`src/rtl/core/stok_pkg.sv`:
```
// types, constants and helper functions shared by the script tokenizer
// depends on nothing
package stok_pkg;

  localparam int unsigned ByteW = 8;
  localparam int unsigned KindW = 2;
  localparam int unsigned QueueDepthDef = 4;

  localparam logic [ByteW-1:0] CH_NUL    = 8'h00;
  localparam logic [ByteW-1:0] CH_NL     = 8'h0A;
  localparam logic [ByteW-1:0] CH_SPACE  = 8'h20;
  localparam logic [ByteW-1:0] CH_QUOTE  = 8'h22;
  localparam logic [ByteW-1:0] CH_APOS   = 8'h27;
  localparam logic [ByteW-1:0] CH_LPAREN = 8'h28;
  localparam logic [ByteW-1:0] CH_RPAREN = 8'h29;
  localparam logic [ByteW-1:0] CH_STAR   = 8'h2A;
  localparam logic [ByteW-1:0] CH_SLASH  = 8'h2F;
  localparam logic [ByteW-1:0] CH_COLON  = 8'h3A;
  localparam logic [ByteW-1:0] CH_LBRACE = 8'h7B;
  localparam logic [ByteW-1:0] CH_RBRACE = 8'h7D;

  typedef enum logic [KindW-1:0] {
    KIND_WORD    = 2'd0,
    KIND_STRING  = 2'd1,
    KIND_SPECIAL = 2'd2,
    KIND_END     = 2'd3
  } tok_kind_e;

  typedef enum logic [6:0] {
    MODE_IDLE       = 7'b0000001,
    MODE_SLASH      = 7'b0000010,
    MODE_WORD       = 7'b0000100,
    MODE_STRING     = 7'b0001000,
    MODE_BLOCK      = 7'b0010000,
    MODE_BLOCK_STAR = 7'b0100000,
    MODE_LINE       = 7'b1000000
  } mode_e;

  typedef struct packed {
    logic [ByteW-1:0] token_byte;
    tok_kind_e        token_kind;
    logic             first_of_token;
    logic             last_of_token;
    logic             empty_token;
    logic             last_of_burst;
  } tok_rec_t;

  // all results caused by one input byte
  typedef struct packed {
    logic     two;
    tok_rec_t r0;
    tok_rec_t r1;
  } burst_t;

  typedef struct packed {
    logic full;
    logic empty;
  } q_stat_t;

  function automatic tok_rec_t mk_rec(logic [ByteW-1:0] b, tok_kind_e k,
                                      logic f, logic l, logic e);
    tok_rec_t r;
    r.token_byte     = b;
    r.token_kind     = k;
    r.first_of_token = f;
    r.last_of_token  = l;
    r.empty_token    = e;
    r.last_of_burst  = 1'b0;
    return r;
  endfunction

  function automatic logic is_space(logic [ByteW-1:0] b, logic high_sp);
    return ((b >= 8'd1) && (b <= CH_SPACE)) || (b[ByteW-1] && high_sp);
  endfunction

  function automatic logic is_special(logic [ByteW-1:0] b);
    return (b == CH_LBRACE) || (b == CH_RBRACE) || (b == CH_LPAREN) ||
           (b == CH_RPAREN) || (b == CH_APOS) || (b == CH_COLON);
  endfunction

endpackage

```
`src/rtl/core/stok_if.sv`:
```
// channel interfaces of the script tokenizer: text in, tokens out, config
// depends on stok_pkg
interface stok_in_if import stok_pkg::*; ();
  logic             valid;
  logic             ready;
  logic [ByteW-1:0] text_byte;
  logic             end_of_text;
  modport source (output valid, text_byte, end_of_text, input ready);
  modport sink (input valid, text_byte, end_of_text, output ready);
endinterface

interface stok_out_if import stok_pkg::*; ();
  logic             valid;
  logic             ready;
  logic [ByteW-1:0] token_byte;
  logic [KindW-1:0] token_kind;
  logic             first_of_token;
  logic             last_of_token;
  logic             empty_token;
  logic             last_of_burst;
  modport source (output valid, token_byte, token_kind, first_of_token, last_of_token,
                  empty_token, last_of_burst, input ready);
  modport sink (input valid, token_byte, token_kind, first_of_token, last_of_token,
                empty_token, last_of_burst, output ready);
endinterface

interface stok_cfg_if;
  logic valid;
  logic ready;
  logic high_bytes_as_space;
  modport source (output valid, high_bytes_as_space, input ready);
  modport sink (input valid, high_bytes_as_space, output ready);
endinterface

```
`src/rtl/core/stok_front.sv`:
```
// front end: accepts text bytes, runs the scan mode machine, builds result bursts
// depends on stok_pkg and stok_if
module stok_front import stok_pkg::*; (
  input  logic           clk_i,
  input  logic           rst_ni,
  stok_in_if.sink        text_i,
  stok_cfg_if.sink       cfg_i,
  input  q_stat_t        q_stat_i,
  output logic           push_o,
  output burst_t         burst_o
);

  logic             high_sp_q;
  mode_e            mode_q, mode_d;
  logic [ByteW-1:0] hchar_q, hchar_d;
  logic             hval_q, hval_d;
  logic             hfirst_q, hfirst_d;

  tok_rec_t         res [2];
  logic [1:0]       nres;
  logic             do_word;
  logic             fire;
  logic             end_in;
  logic [ByteW-1:0] b;

  assign cfg_i.ready  = 1'b1;
  assign text_i.ready = ~q_stat_i.full;
  assign fire   = text_i.valid & text_i.ready;
  assign b      = text_i.text_byte;
  assign end_in = text_i.end_of_text | (b == CH_NUL);

  always_comb begin
    mode_d   = mode_q;
    hchar_d  = hchar_q;
    hval_d   = hval_q;
    hfirst_d = hfirst_q;
    res[0]   = '0;
    res[1]   = '0;
    nres     = 2'd0;
    do_word  = 1'b0;
    if (end_in) begin
      case (mode_q)
        MODE_WORD, MODE_SLASH: begin
          if (hval_q) begin
            res[0] = mk_rec(hchar_q, KIND_WORD, hfirst_q, 1'b1, 1'b0);
            nres   = 2'd1;
          end
        end
        MODE_STRING: begin
          res[0] = hval_q ? mk_rec(hchar_q, KIND_STRING, hfirst_q, 1'b1, 1'b0)
                          : mk_rec(CH_NUL, KIND_STRING, 1'b1, 1'b1, 1'b1);
          nres   = 2'd1;
        end
        default: ;
      endcase
      res[nres[0]] = mk_rec(CH_NUL, KIND_END, 1'b1, 1'b1, 1'b1);
      nres     = nres + 2'd1;
      mode_d   = MODE_IDLE;
      hval_d   = 1'b0;
      hfirst_d = 1'b0;
      hchar_d  = CH_NUL;
    end else begin
      case (mode_q)
        MODE_SLASH: begin
          if (b == CH_STAR || b == CH_SLASH) begin
            hval_d   = 1'b0;
            hfirst_d = 1'b0;
            hchar_d  = CH_NUL;
            mode_d   = (b == CH_STAR) ? MODE_BLOCK : MODE_LINE;
          end else begin
            do_word = 1'b1;
          end
        end
        MODE_WORD: do_word = 1'b1;
        MODE_STRING: begin
          if (b == CH_QUOTE) begin
            res[0] = hval_q ? mk_rec(hchar_q, KIND_STRING, hfirst_q, 1'b1, 1'b0)
                            : mk_rec(CH_NUL, KIND_STRING, 1'b1, 1'b1, 1'b1);
            nres     = 2'd1;
            hval_d   = 1'b0;
            hfirst_d = 1'b0;
            hchar_d  = CH_NUL;
            mode_d   = MODE_IDLE;
          end else begin
            if (hval_q) begin
              res[0] = mk_rec(hchar_q, KIND_STRING, hfirst_q, 1'b0, 1'b0);
              nres   = 2'd1;
            end
            hfirst_d = ~hval_q;
            hval_d   = 1'b1;
            hchar_d  = b;
          end
        end
        MODE_BLOCK: begin
          if (b == CH_STAR) mode_d = MODE_BLOCK_STAR;
        end
        MODE_BLOCK_STAR: begin
          if (b == CH_SLASH) mode_d = MODE_IDLE;
          else if (b != CH_STAR) mode_d = MODE_BLOCK;
        end
        MODE_LINE: begin
          if (b == CH_NL) mode_d = MODE_IDLE;
        end
        default: begin
          mode_d = MODE_IDLE;
          if (!is_space(b, high_sp_q)) begin
            hval_d   = 1'b0;
            hfirst_d = 1'b0;
            hchar_d  = CH_NUL;
            if (b == CH_SLASH) begin
              hchar_d  = b;
              hval_d   = 1'b1;
              hfirst_d = 1'b1;
              mode_d   = MODE_SLASH;
            end else if (b == CH_QUOTE) begin
              mode_d = MODE_STRING;
            end else if (is_special(b)) begin
              res[0] = mk_rec(b, KIND_SPECIAL, 1'b1, 1'b1, 1'b0);
              nres   = 2'd1;
            end else begin
              hchar_d  = b;
              hval_d   = 1'b1;
              hfirst_d = 1'b1;
              mode_d   = MODE_WORD;
            end
          end
        end
      endcase
    end

    // word continuation, shared by word mode and a slash that opens a word
    if (do_word) begin
      if (is_special(b) || is_space(b, high_sp_q)) begin
        if (hval_q) begin
          res[0] = mk_rec(hchar_q, KIND_WORD, hfirst_q, 1'b1, 1'b0);
          nres   = 2'd1;
        end
        if (is_special(b)) begin
          res[nres[0]] = mk_rec(b, KIND_SPECIAL, 1'b1, 1'b1, 1'b0);
          nres         = nres + 2'd1;
        end
        hval_d   = 1'b0;
        hfirst_d = 1'b0;
        hchar_d  = CH_NUL;
        mode_d   = MODE_IDLE;
      end else begin
        if (hval_q) begin
          res[0] = mk_rec(hchar_q, KIND_WORD, hfirst_q, 1'b0, 1'b0);
          nres   = 2'd1;
        end
        hfirst_d = ~hval_q;
        hval_d   = 1'b1;
        hchar_d  = b;
        mode_d   = MODE_WORD;
      end
    end

    if (nres == 2'd1) res[0].last_of_burst = 1'b1;
    if (nres == 2'd2) res[1].last_of_burst = 1'b1;
  end

  assign push_o     = fire & (nres != 2'd0);
  assign burst_o.two = nres[1];
  assign burst_o.r0  = res[0];
  assign burst_o.r1  = res[1];

  always_ff @(posedge clk_i or negedge rst_ni) begin
    if (!rst_ni) begin
      high_sp_q <= 1'b1;
      mode_q    <= MODE_IDLE;
      hchar_q   <= CH_NUL;
      hval_q    <= 1'b0;
      hfirst_q  <= 1'b0;
    end else begin
      if (cfg_i.valid) high_sp_q <= cfg_i.high_bytes_as_space;
      if (fire) begin
        mode_q   <= mode_d;
        hchar_q  <= hchar_d;
        hval_q   <= hval_d;
        hfirst_q <= hfirst_d;
      end
    end
  end

endmodule

```
`src/rtl/core/stok_queue.sv`:
```
// short burst queue between front and back, flip-flop storage
// depends on stok_pkg
module stok_queue import stok_pkg::*; #(
  parameter int unsigned Depth = QueueDepthDef
) (
  input  logic    clk_i,
  input  logic    rst_ni,
  input  logic    push_i,
  input  burst_t  burst_i,
  input  logic    pop_i,
  output burst_t  head_o,
  output q_stat_t stat_o
);

  localparam int unsigned PtrW = (Depth > 1) ? $clog2(Depth) : 1;
  localparam int unsigned CntW = $clog2(Depth + 1);

  burst_t             mem_q [Depth];
  logic [PtrW-1:0]    wr_q, wr_d, rd_q, rd_d;
  logic [CntW-1:0]    cnt_q, cnt_d;

  // wrap explicitly so any depth works
  function automatic logic [PtrW-1:0] nxt(logic [PtrW-1:0] p);
    return (p == PtrW'(Depth - 1)) ? '0 : p + PtrW'(1);
  endfunction

  assign stat_o.full  = (cnt_q == CntW'(Depth));
  assign stat_o.empty = (cnt_q == '0);
  assign head_o       = mem_q[rd_q];

  always_comb begin
    wr_d  = push_i ? nxt(wr_q) : wr_q;
    rd_d  = pop_i ? nxt(rd_q) : rd_q;
    cnt_d = cnt_q;
    if (push_i && !pop_i) cnt_d = cnt_q + CntW'(1);
    else if (pop_i && !push_i) cnt_d = cnt_q - CntW'(1);
  end

  always_ff @(posedge clk_i or negedge rst_ni) begin
    if (!rst_ni) begin
      wr_q  <= '0;
      rd_q  <= '0;
      cnt_q <= '0;
    end else begin
      wr_q  <= wr_d;
      rd_q  <= rd_d;
      cnt_q <= cnt_d;
    end
  end

  always_ff @(posedge clk_i) begin
    if (push_i) mem_q[wr_q] <= burst_i;
  end

endmodule

```
`src/rtl/core/stok_back.sv`:
```
// back end: unpacks queued bursts into single results in an output register
// depends on stok_pkg and stok_if
module stok_back import stok_pkg::*; (
  input  logic      clk_i,
  input  logic      rst_ni,
  input  burst_t    head_i,
  input  q_stat_t   q_stat_i,
  output logic      pop_o,
  stok_out_if.source token_o
);

  logic     ovalid_q;
  tok_rec_t orec_q;
  logic     sub_q;
  logic     load;
  tok_rec_t pick;

  assign load  = ~q_stat_i.empty & (~ovalid_q | token_o.ready);
  assign pick  = sub_q ? head_i.r1 : head_i.r0;
  assign pop_o = load & (~head_i.two | sub_q);

  always_ff @(posedge clk_i or negedge rst_ni) begin
    if (!rst_ni) begin
      ovalid_q <= 1'b0;
      sub_q    <= 1'b0;
    end else begin
      if (load) begin
        ovalid_q <= 1'b1;
        sub_q    <= head_i.two & ~sub_q;
      end else if (token_o.ready) begin
        ovalid_q <= 1'b0;
      end
    end
  end

  always_ff @(posedge clk_i) begin
    if (load) orec_q <= pick;
  end

  assign token_o.valid          = ovalid_q;
  assign token_o.token_byte     = orec_q.token_byte;
  assign token_o.token_kind     = orec_q.token_kind;
  assign token_o.first_of_token = orec_q.first_of_token;
  assign token_o.last_of_token  = orec_q.last_of_token;
  assign token_o.empty_token    = orec_q.empty_token;
  assign token_o.last_of_burst  = orec_q.last_of_burst;

endmodule

```
`src/rtl/core/script_tokenizer.sv`:
```
// top level of the script tokenizer: front end, burst queue, back end
// depends on stok_pkg, stok_if, stok_front, stok_queue, stok_back
//
//  channel   dir  handshake     carries
//  text_i    in   valid/ready   text_byte, end_of_text
//  token_o   out  valid/ready   token_byte, token_kind, first/last/empty, last_of_burst
//  cfg_i     in   valid/ready   high_bytes_as_space (always ready)
//
// the front end takes one byte per cycle while the queue has room
// a byte yields zero, one or two results; the back end sends one result per
// cycle while token_o is ready, so a two-result byte sends its results in turn
// the queue holds QueueDepth bursts; text_i.ready drops only when it is full
// a result passes through the queue and the output register on its way to token_o
// reset clears the scan mode, the held character and the queue; the
// whitespace option resets to 1 (high bytes are whitespace)
module script_tokenizer import stok_pkg::*; #(
  parameter int unsigned QueueDepth = QueueDepthDef
) (
  input  logic       clk_i,
  input  logic       rst_ni,
  stok_in_if.sink    text_i,
  stok_cfg_if.sink   cfg_i,
  stok_out_if.source token_o
);

  // front to queue
  logic    push;
  burst_t  burst;
  // queue to both sides, and pop from the back end
  q_stat_t q_stat;
  burst_t  head;
  logic    pop;

  // scan mode machine, holds back one character to flag the last one
  stok_front u_front (
    .clk_i    (clk_i),
    .rst_ni   (rst_ni),
    .text_i   (text_i),
    .cfg_i    (cfg_i),
    .q_stat_i (q_stat),
    .push_o   (push),
    .burst_o  (burst)
  );

  // decouples byte intake from result delivery
  stok_queue #(
    .Depth (QueueDepth)
  ) u_queue (
    .clk_i   (clk_i),
    .rst_ni  (rst_ni),
    .push_i  (push),
    .burst_i (burst),
    .pop_i   (pop),
    .head_o  (head),
    .stat_o  (q_stat)
  );

  // serializes bursts onto the token channel
  stok_back u_back (
    .clk_i    (clk_i),
    .rst_ni   (rst_ni),
    .head_i   (head),
    .q_stat_i (q_stat),
    .pop_o    (pop),
    .token_o  (token_o)
  );

endmodule

```
`src/flat_wrapper.sv`:
```
// flat-port wrapper written by rule: the top's interface ports become plain ports
module script_tokenizer_flat import stok_pkg::*;
#(
  parameter int unsigned QueueDepth = QueueDepthDef
)
  (clk_i, rst_ni, text_i_valid, text_i_text_byte, text_i_end_of_text, text_i_ready, cfg_i_valid, cfg_i_high_bytes_as_space, cfg_i_ready, token_o_valid, token_o_token_byte, token_o_token_kind, token_o_first_of_token, token_o_last_of_token, token_o_empty_token, token_o_last_of_burst, token_o_ready);
  stok_in_if text_i_i ();
  stok_cfg_if cfg_i_i ();
  stok_out_if token_o_i ();
  input  logic clk_i;
  input  logic rst_ni;
  input wire logic [$bits(text_i_i.valid)-1:0] text_i_valid;
  input wire logic [$bits(text_i_i.text_byte)-1:0] text_i_text_byte;
  input wire logic [$bits(text_i_i.end_of_text)-1:0] text_i_end_of_text;
  output wire logic [$bits(text_i_i.ready)-1:0] text_i_ready;
  input wire logic [$bits(cfg_i_i.valid)-1:0] cfg_i_valid;
  input wire logic [$bits(cfg_i_i.high_bytes_as_space)-1:0] cfg_i_high_bytes_as_space;
  output wire logic [$bits(cfg_i_i.ready)-1:0] cfg_i_ready;
  output wire logic [$bits(token_o_i.valid)-1:0] token_o_valid;
  output wire logic [$bits(token_o_i.token_byte)-1:0] token_o_token_byte;
  output wire logic [$bits(token_o_i.token_kind)-1:0] token_o_token_kind;
  output wire logic [$bits(token_o_i.first_of_token)-1:0] token_o_first_of_token;
  output wire logic [$bits(token_o_i.last_of_token)-1:0] token_o_last_of_token;
  output wire logic [$bits(token_o_i.empty_token)-1:0] token_o_empty_token;
  output wire logic [$bits(token_o_i.last_of_burst)-1:0] token_o_last_of_burst;
  input wire logic [$bits(token_o_i.ready)-1:0] token_o_ready;
  assign text_i_i.valid = text_i_valid;
  assign text_i_i.text_byte = text_i_text_byte;
  assign text_i_i.end_of_text = text_i_end_of_text;
  assign text_i_ready = text_i_i.ready;
  assign cfg_i_i.valid = cfg_i_valid;
  assign cfg_i_i.high_bytes_as_space = cfg_i_high_bytes_as_space;
  assign cfg_i_ready = cfg_i_i.ready;
  assign token_o_valid = token_o_i.valid;
  assign token_o_token_byte = token_o_i.token_byte;
  assign token_o_token_kind = token_o_i.token_kind;
  assign token_o_first_of_token = token_o_i.first_of_token;
  assign token_o_last_of_token = token_o_i.last_of_token;
  assign token_o_empty_token = token_o_i.empty_token;
  assign token_o_last_of_burst = token_o_i.last_of_burst;
  assign token_o_i.ready = token_o_ready;
  script_tokenizer #(.QueueDepth(QueueDepth)) u_core (.clk_i(clk_i), .rst_ni(rst_ni), .text_i(text_i_i), .cfg_i(cfg_i_i), .token_o(token_o_i));
endmodule
```
`config.mk`:
```
export PLATFORM = sky130hd
export DESIGN_NAME = script_tokenizer_flat
export DESIGN_NICKNAME = d
export VERILOG_FILES = /design/src/rtl/core/stok_pkg.sv /design/src/rtl/core/stok_if.sv /design/src/rtl/core/stok_front.sv /design/src/rtl/core/stok_queue.sv /design/src/rtl/core/stok_back.sv /design/src/rtl/core/script_tokenizer.sv /design/src/flat_wrapper.sv
export SDC_FILE = /design/constraint.sdc
export NUM_CORES = 1
export LEC_CHECK = 0
export BUFFER_PORTS_ARGS = -buffer_cell sky130_fd_sc_hd__buf_2
export CAP_MARGIN = 20
export CORE_ASPECT_RATIO = 0.8
export CORE_MARGIN = 2
export CORE_UTILIZATION = 44
export DETAILED_ROUTE_END_ITERATION = 6
export PLACE_DENSITY_LB_ADDON = 0.2
export SLEW_MARGIN = 10
export SYNTH_ARGS = -nofsm -noshare
export SYNTH_HDL_FRONTEND = slang
export SYNTH_SLANG_ARGS = --single-unit
```
`constraint.sdc`:
```
create_clock -name clk_i -period 7.4 [get_ports clk_i]
set_clock_uncertainty 0.1 [all_clocks]
set_input_delay 0.74 -clock clk_i [delete_from_list [all_inputs] [get_ports clk_i]]
set_output_delay 0.74 -clock clk_i [all_outputs]
set_load 0.02 [all_outputs]
```
Yosys cells after proc, flatten, opt, wreduce, memory -nomap -nowiden
Memories as Yosys holds them, arrays and structs flattened.
Index checks and enable logic that the tools add are counted.
{ "word_totals": {"ff_bits": 41, "latchBits": 0, "mem_bits_rw": 116, "rom_bits": 0, "inputBits": 15, "out_inout_bits": 17, "elab_cells": 200, "n_memories": 1} }
{ "mem_list": {"columns": ["name", "words", "width", "rd", "rd_ports_with_merged_regs", "wr", "line_no", "text"], "rows": [
  ["u_core.u_queue.mem_q", 4, 29, 1, 0, 1, "stok_queue.sv:18", "burst_t mem_q [Depth];"]
]} }
{ "op_classes": {"add_sub_neg": 6, "mul": 0, "n_div": 0, "n_lt_le_gt_ge": 6, "eq_ne": 30, "shifts": 0, "mux": 96, "bitwise": 19, "n_reduce_logical": 26} }
{ "ops": {"columns": ["op", "n"], "rows": [
  ["14-bit two-way mux", 20],
  ["8-bit two-way mux", 9],
  ["7-bit two-way mux", 9],
  ["8-bit by 6-bit equality test with 1-bit output, second input constant", 7],
  ["28-bit two-way mux", 2],
  ["14-bit case mux with 2 select lines", 2],
  ["7-bit case mux with 6 select lines", 1],
  ["28-bit bitwise mux", 1],
  ["14-bit demux with 1-bit select", 2],
  ["1-bit two-way mux", 27],
  ["8-bit case mux with 3 select lines", 1],
  ["2-bit two-way mux", 10],
  ["18-bit AND", 1],
  ["18-bit inverter", 1],
  ["8-bit by 7-bit equality test with 1-bit output, second input constant", 2],
  ["4-bit != test, second input constant", 4],
  ["3-bit two-way mux", 4],
  ["4-bit two-way mux", 3],
  ["10-bit bitwise OR", 1],
  ["2-bit by 1-bit adder with 2-bit output, second input constant", 4],
  ["8-bit by 4-bit equality test with 1-bit output, second input constant", 1],
  ["8-bit by 1-bit greater-or-equal comparator with 1-bit output, second input constant", 1],
  ["8-bit by 6-bit <= comparator with 1-bit output, second input constant", 1],
  ["8-bit logical NOT", 1],
  ["34 further kinds", 68]
]} }

Longest topological paths before layout
{ "depth": {"depth_word": 25, "depth_mapped": 13} }

By module
A second synthesis with hierarchy kept.
{ "hier_totals": {"cells_unflattened": 454, "hier_area_um2": 7141.8} }
{ "modules_own_cells": {"columns": ["mod", "n_inst", "cells_each", "area_per_inst_um2", "seq_area_each_um2"], "rows": [
  ["stok_queue", 1, 188, 4599.4, 3658.5],
  ["stok_front", 1, 227, 1804.2, 452.9],
  ["stok_back", 1, 39, 738.2, 470.5]
]} }

Worst setup path before layout
Ideal clock, no wire load.
{ "synth_path": {"kind": "input -> register", "startpoint": "input port text_i_text_byte[6]", "endpoint": "memory u_core.u_queue.mem_q[3][0] (netlist name) (enable)", "arrival_ns": 3.174, "t_required_ns": 6.915, "setup_slack_ns": 3.741, "cell_stages": 7, "path_cell_list": "buf_2 or4b_2 nor3_1 o21ai_1 and3_1 a311oi_2 and2_1"} }
{ "synth_via": {"elab_chain_len": 23} }
{ "synth_lines": {"columns": ["element", "line_no", "text"], "rows": [
  ["start, declared", "flat_wrapper.sv:13", "input wire logic [$bits(text_i_i.text_byte)-1:0] text_i_text_byte;"],
  ["8-bit by 7-bit equality test with 1-bit output", "stok_pkg.sv:77", "return (b == CH_LBRACE) || (b == CH_RBRACE) || (b == CH_LPAREN) ||"],
  ["1-bit logical OR (3 in series)", "stok_pkg.sv:77", null],
  ["1-bit logical OR (2 in series)", "stok_pkg.sv:78", "(b == CH_RPAREN) || (b == CH_APOS) || (b == CH_COLON);"],
  ["1-bit two-way mux", "stok_front.sv:117", "end else if (is_special(b)) begin"],
  ["1-bit two-way mux", "stok_front.sv:115", "end else if (b == CH_QUOTE) begin"],
  ["1-bit two-way mux", "stok_front.sv:110", "if (b == CH_SLASH) begin"],
  ["1-bit two-way mux", "stok_front.sv:106", "if (!is_space(b, high_sp_q)) begin"],
  ["1-bit case mux with 2 select lines", "stok_front.sv:63", "case (mode_q)"],
  ["[5 not listed]", null, null],
  ["2-bit two-way mux", "stok_front.sv:138", "if (is_special(b)) begin"],
  ["2-bit two-way mux", "stok_front.sv:133", "if (is_special(b) || is_space(b, high_sp_q)) begin"],
  ["2-bit two-way mux *", "stok_front.sv:132", "if (do_word) begin"],
  ["2-bit nonzero test *", "stok_front.sv:162", "assign push_o = fire & (nres != 2'd0);"],
  ["1-bit AND *", "stok_front.sv:162", null],
  ["named net u_core.push", "script_tokenizer.sv:27", "logic push;"],
  ["1-bit two-way mux *", "stok_queue.sv:52", "if (push_i) mem_q[wr_q] <= burst_i;"],
  ["1-bit two-way mux (implied by the code) *", "stok_queue.sv:52", null],
  ["end, declared", "stok_queue.sv:18", null]
]} }
The timed path passes the listed nets; every way through them passes the cells marked *. The select of a mux whose other input is x is not followed.

Worst setup path after layout
{ "layout_path": {"startpoint": "register u_core.u_front.mode_q[4]", "endpoint": "register u_core.u_queue.cnt_q[2]"} }
{ "layout_via": {"elab_chain_len": 18} }
{ "layout_lines": {"columns": ["element", "line_no", "text"], "rows": [
  ["start, declared", "stok_front.sv:14", "mode_e mode_q, mode_d;"],
  ["start signal, assigned", "stok_front.sv:177", "mode_q <= mode_d;"],
  ["7-bit by 3-bit equality test with 1-bit output or 7-bit by 2-bit equality test with 1-bit output (tied branches)", "stok_front.sv:42, stok_front.sv:63", null],
  ["2-bit OR reduction", "stok_front.sv:42", "case (mode_q)"],
  ["1-bit case mux with 2 select lines", "stok_front.sv:42", null],
  ["2-bit two-way mux", "stok_front.sv:41", "if (end_in) begin"],
  ["2-bit by 1-bit adder with 2-bit output", "stok_front.sv:57", "nres = nres + 2'd1;"],
  ["2-bit two-way mux", "stok_front.sv:41", null],
  ["2-bit two-way mux", "stok_front.sv:134, stok_front.sv:147", null],
  ["2-bit two-way mux", "stok_front.sv:133", null],
  ["[3 not listed]", null, null],
  ["2-bit two-way mux", "stok_front.sv:133", null],
  ["2-bit two-way mux *", "stok_front.sv:132", null],
  ["2-bit nonzero test *", "stok_front.sv:162", null],
  ["1-bit AND *", "stok_front.sv:162", null],
  ["named net u_core.push", "script_tokenizer.sv:27", null],
  ["1-bit logical NOT", "stok_queue.sv:36", "else if (pop_i && !push_i) cnt_d = cnt_q - CntW'(1);"],
  ["1-bit logical AND", "stok_queue.sv:36", null],
  ["2-bit nonzero test (no source line)", null, null],
  ["end signal, assigned", "stok_queue.sv:47", "cnt_q <= cnt_d;"],
  ["end, declared", "stok_queue.sv:20", "logic [CntW-1:0] cnt_q, cnt_d;"]
]} }
Marks and branches as above.
A chain may end at the register's enable or synchronous reset.

==> impl_metrics.sql <==
INSERT INTO impl_metrics (metric_group, metric, value, unit) VALUES
('run', 'max_cap_violations', '0', ''),
('route', 'drt_first_iter_violations', '391', ''),
('yosys', 'synth_warn', '0', ''),
('yosys', 'synth_enable_flop_cells', '118', ''),
('die', 'die_area', '0.0159', 'mm²'),
('finish', 'syn_to_final_growth', '14.2', '%'),
('route', 'routed_wl', '14200', 'µm'),
('route', 'detail_route.drc_violations', '0', ''),
('clocking', 'cts_post_setup_buffers_inserted', '0', ''),
('finish', 'antennaDiodeCount', '0', ''),
('place', 'portBuffers', '30', ''),
('pwr', 'switching_share', '0.310', ''),
('clocking', 'postCtsResizedCells', '0', ''),
('worst_setup_path', 'critPathCapture', 'u_core.u_queue.cnt_q[2]', ''),
('worst_setup_path', 'timing.reg2reg.setup_slack', '3.61', 'ns'),
('yosys', 'synthDistinctLibCells', '64', ''),
('pwr', 'cellLeakagePower', '2.75', 'nW'),
('pwr', 'clock_power_share', '0.307', ''),
('clocking', 'cts_root_cell', 'sky130_fd_sc_hd__clkbuf_16', ''),
('place', 'place_ws', '3.32', 'ns'),
('yosys', 'synthFlopType', 'sky130_fd_sc_hd__edfxtp_1', ''),
('worst_setup_path', 'crit-reg2reg-launch', 'u_core.u_front.mode_q[4]', ''),
('global_route', 'first_global_vias', '3837', ''),
('pwr', 'power.switching', '858', 'µW'),
('clocking', 'worstSkewPairLatency', '0.42', 'ns'),
('route', 'vias_per_cell', '5.73', ''),
('die', 'core.rowCount', '39', ''),
('worst_setup_path', 'worstPathRequired', '7.65', 'ns'),
('timing', 'slew_hr', '0.351', ''),
('hold_path', 'holdCritPathClass', 'in2async', ''),
('status', 'status', 'complete, no violations', ''),
('place', 'gp_congestion', '0.829', ''),
('clocking', 'cts-htree-levels', '4', ''),
('pwr', 'max-vdd-ir-drop', '184', 'µV'),
('worst_setup_path', 'rr_endpoint', 'u_core.u_queue.cnt_q[2]', ''),
('yosys', 'synthesis.area', '0.00656', 'mm²'),
('clocking', 'clk_pin_slew', '0.06', 'ns'),
('pwr', 'p_comb_frac', '0.275', ''),
('finish', 'fillers', '1223', ''),
('finish', 'proportion_of_layout_cells_with_a_drive_suffix_above_1', '0.247', ''),
('worst_setup_path', 'reg2regPathDepth', '10', ''),
('clocking', 'tritoncts.num_buffers', '17', ''),
('timing', 'finalHoldViolCount', '0', ''),
('yosys', 'asyncSetResetFlopFracSynth', '0.186', ''),
('die', 'io-pin-count', '32', ''),
('route', 'detailroute.via_count', '3929', ''),
('worst_setup_path', 'worstSetupEndpointType', 'register', ''),
('timing', 'fmaxAchievable', '264', 'MHz'),
('timing', 'finalMaxSlewViolations', '0', ''),
('die', 'dieHeight', '113', 'µm'),
('die', 'initial_utilization', '0.454', ''),
('finish', 'nets', '511', ''),
('clocking', 'postCtsHoldBufs', '0', ''),
('die', 'die_width', '141', 'µm'),
('route', 'detailedRoute.firstPassIterationCount', '5', ''),
('die', 'core_region_area', '0.0144', 'mm²'),
('yosys', 'post_synth.cell_area_avg', '14.5', 'µm²'),
('finish', 'layout_common_cells', '118 x sky130_fd_sc_hd__edfxtp_1, 51 x sky130_fd_sc_hd__nand2_1, 30 x sky130_fd_sc_hd__buf_2', ''),
('finish', 'final_core_utilization', '0.519', ''),
('yosys', 'total_of_flip_flops_plus_latches_after_synthesis', '145', ''),
('timing', 'max_slew.worst_pin.slew', '0.960', 'ns'),
('route', 'antenna_left', '0', ''),
('pwr', 'internal-power', '1.91', 'mW'),
('pwr', 'powerDensity', '369', 'mW/mm²'),
('place', 'dpl.hpwl', '9420', 'µm'),
('worst_setup_path', 'critPathLaunchType', 'register', ''),
('timing', 'period_share', '0.512', ''),
('clocking', 'clock-sinks', '145', ''),
('yosys', 'postSynthCellCount', '453', ''),
('finish', 'mostFrequentLayoutCell', 'sky130_fd_sc_hd__edfxtp_1', ''),
('worst_setup_path', 'timing.critical_path.from', 'u_core.u_front.mode_q[4]', '');
==> routing by layer <==
layer	wire [µm]	vias to the layer above	track usage
met4	133	0	0.0560
met2	6500	111	0.284
met1	6840	1997	0.285
met5	0	-	0
met3	755	12	0.0504
li1	-	1809	-
==> logic make-up after synthesis <==
kind of cell / after synthesis / share of synthesized area
fa+ha+maj: 7 / 0.0145
simple gates: 143 / 0.113
other cells: 2 / 0.00114
mux: 43 / 0.118
compound gates: 69 / 0.0749
buf+inv: 35 / 0.0233
flops: 145 / 0.643
xor+xnor: 9 / 0.0120
==> stage by stage <==
step | area, µm² | std cells | total power, mW
2_1_floorplan | 6570 | 456 | 1.71
3_3_place_gp | 6900 | 653 | 1.92
3_5_place_dp | 6900 | 653 | 1.94
4_1_cts | 7490 | 685 | 2.80
5_1_grt | 7490 | 686 | 2.92
6_report | 7490 | 686 | 2.77
==> worst max-delay path, stage by stage (launching register included) <==
cell	delay [ns]
sky130_fd_sc_hd__dfrtp_1	0.46
sky130_fd_sc_hd__nor4_1	0.47
sky130_fd_sc_hd__nor3b_1	0.59
sky130_fd_sc_hd__a21oi_1	0.39
sky130_fd_sc_hd__a311oi_2	0.58
sky130_fd_sc_hd__ha_1	0.28
sky130_fd_sc_hd__inv_1	0.06
sky130_fd_sc_hd__fa_1	0.38
sky130_fd_sc_hd__xor2_1	0.15
sky130_fd_sc_hd__nor2_1	0.11
sky130_fd_sc_hd__xor2_1	0.15
==> Yosys cell counts, drive strengths merged, types with 3 or more instances <==
cell | count | area [µm²]
a22o | 5 | 43.8
dfrtp | 25 | 626
a21o | 4 | 30.0
a21boi | 3 | 22.5
o21ai | 18 | 90.1
nor3 | 9 | 50.1
mux2i | 3 | 30.0
xor2 | 4 | 35.0
mux2 | 14 | 158
nand2b | 4 | 25.0
ha | 6 | 75.1
nand2 | 51 | 191
and3 | 4 | 25.0
nand3 | 5 | 25.0
inv | 12 | 45.0
xnor2 | 5 | 43.8
a21oi | 13 | 68.8
a31oi | 4 | 25.0
or2 | 3 | 18.8
buf | 8 | 51.3
mux4 | 26 | 586
clkbuf | 15 | 56.3
and2 | 13 | 81.3
o2bb2ai | 7 | 61.3
edfxtp | 118 | 3540
nor2 | 22 | 92.6
nand4 | 7 | 43.8
nor2b | 4 | 25.0
nor4 | 6 | 37.5
==> sequential cells by signal, summed over array words and instances, names as in the netlist, 2 cells and up <==
signal / flops
u_core.u_queue.mem_q: 104
u_core.u_front.mode_q: 7
u_core.u_back.token_o.token_kind: 2
u_core.u_queue.rd_q: 2
u_core.u_back.token_o.token_byte: 8
u_core.u_queue.wr_q: 2
u_core.u_queue.cnt_q: 3
u_core.u_front.hchar_q: 8
==> power groups by stage <==
stage                     Sequential [mW]  Combinational [mW]  Clock [mW]
after floorplan                      1.20               0.509           0
after global placement               1.17               0.759           0
after detailed placement             1.17               0.767           0
after CTS                            1.16               0.771       0.870
after global routing                 1.17               0.839       0.909
final                                1.16               0.762       0.851
==> layout make-up <==
cell class                 instances  area (µm²)  share of cell area
inverter                          12        45.0             0.00601
clock buffer                      17         425              0.0568
multi-input combinational        276        2200               0.294
sequential                       145        4220               0.563
clock inverter                    15         168              0.0224
timing repair buffer              37         200              0.0267
tap                              184         230              0.0307
==> worst min-delay path by stage <==
stage | endpoint | depth (start not counted)
CTS | u_core.u_front.mode_q[2] | 1
finish | u_core.u_front.hchar_q[5] | 1
global route | u_core.u_front.hchar_q[5] | 1
detailed placement | u_core.u_front.hchar_q[7] | 1
global placement | u_core.u_front.hchar_q[0] | 1
floorplan | u_core.u_back.sub_q | 0
No activity file was read; power rests on OpenSTA's default activity.
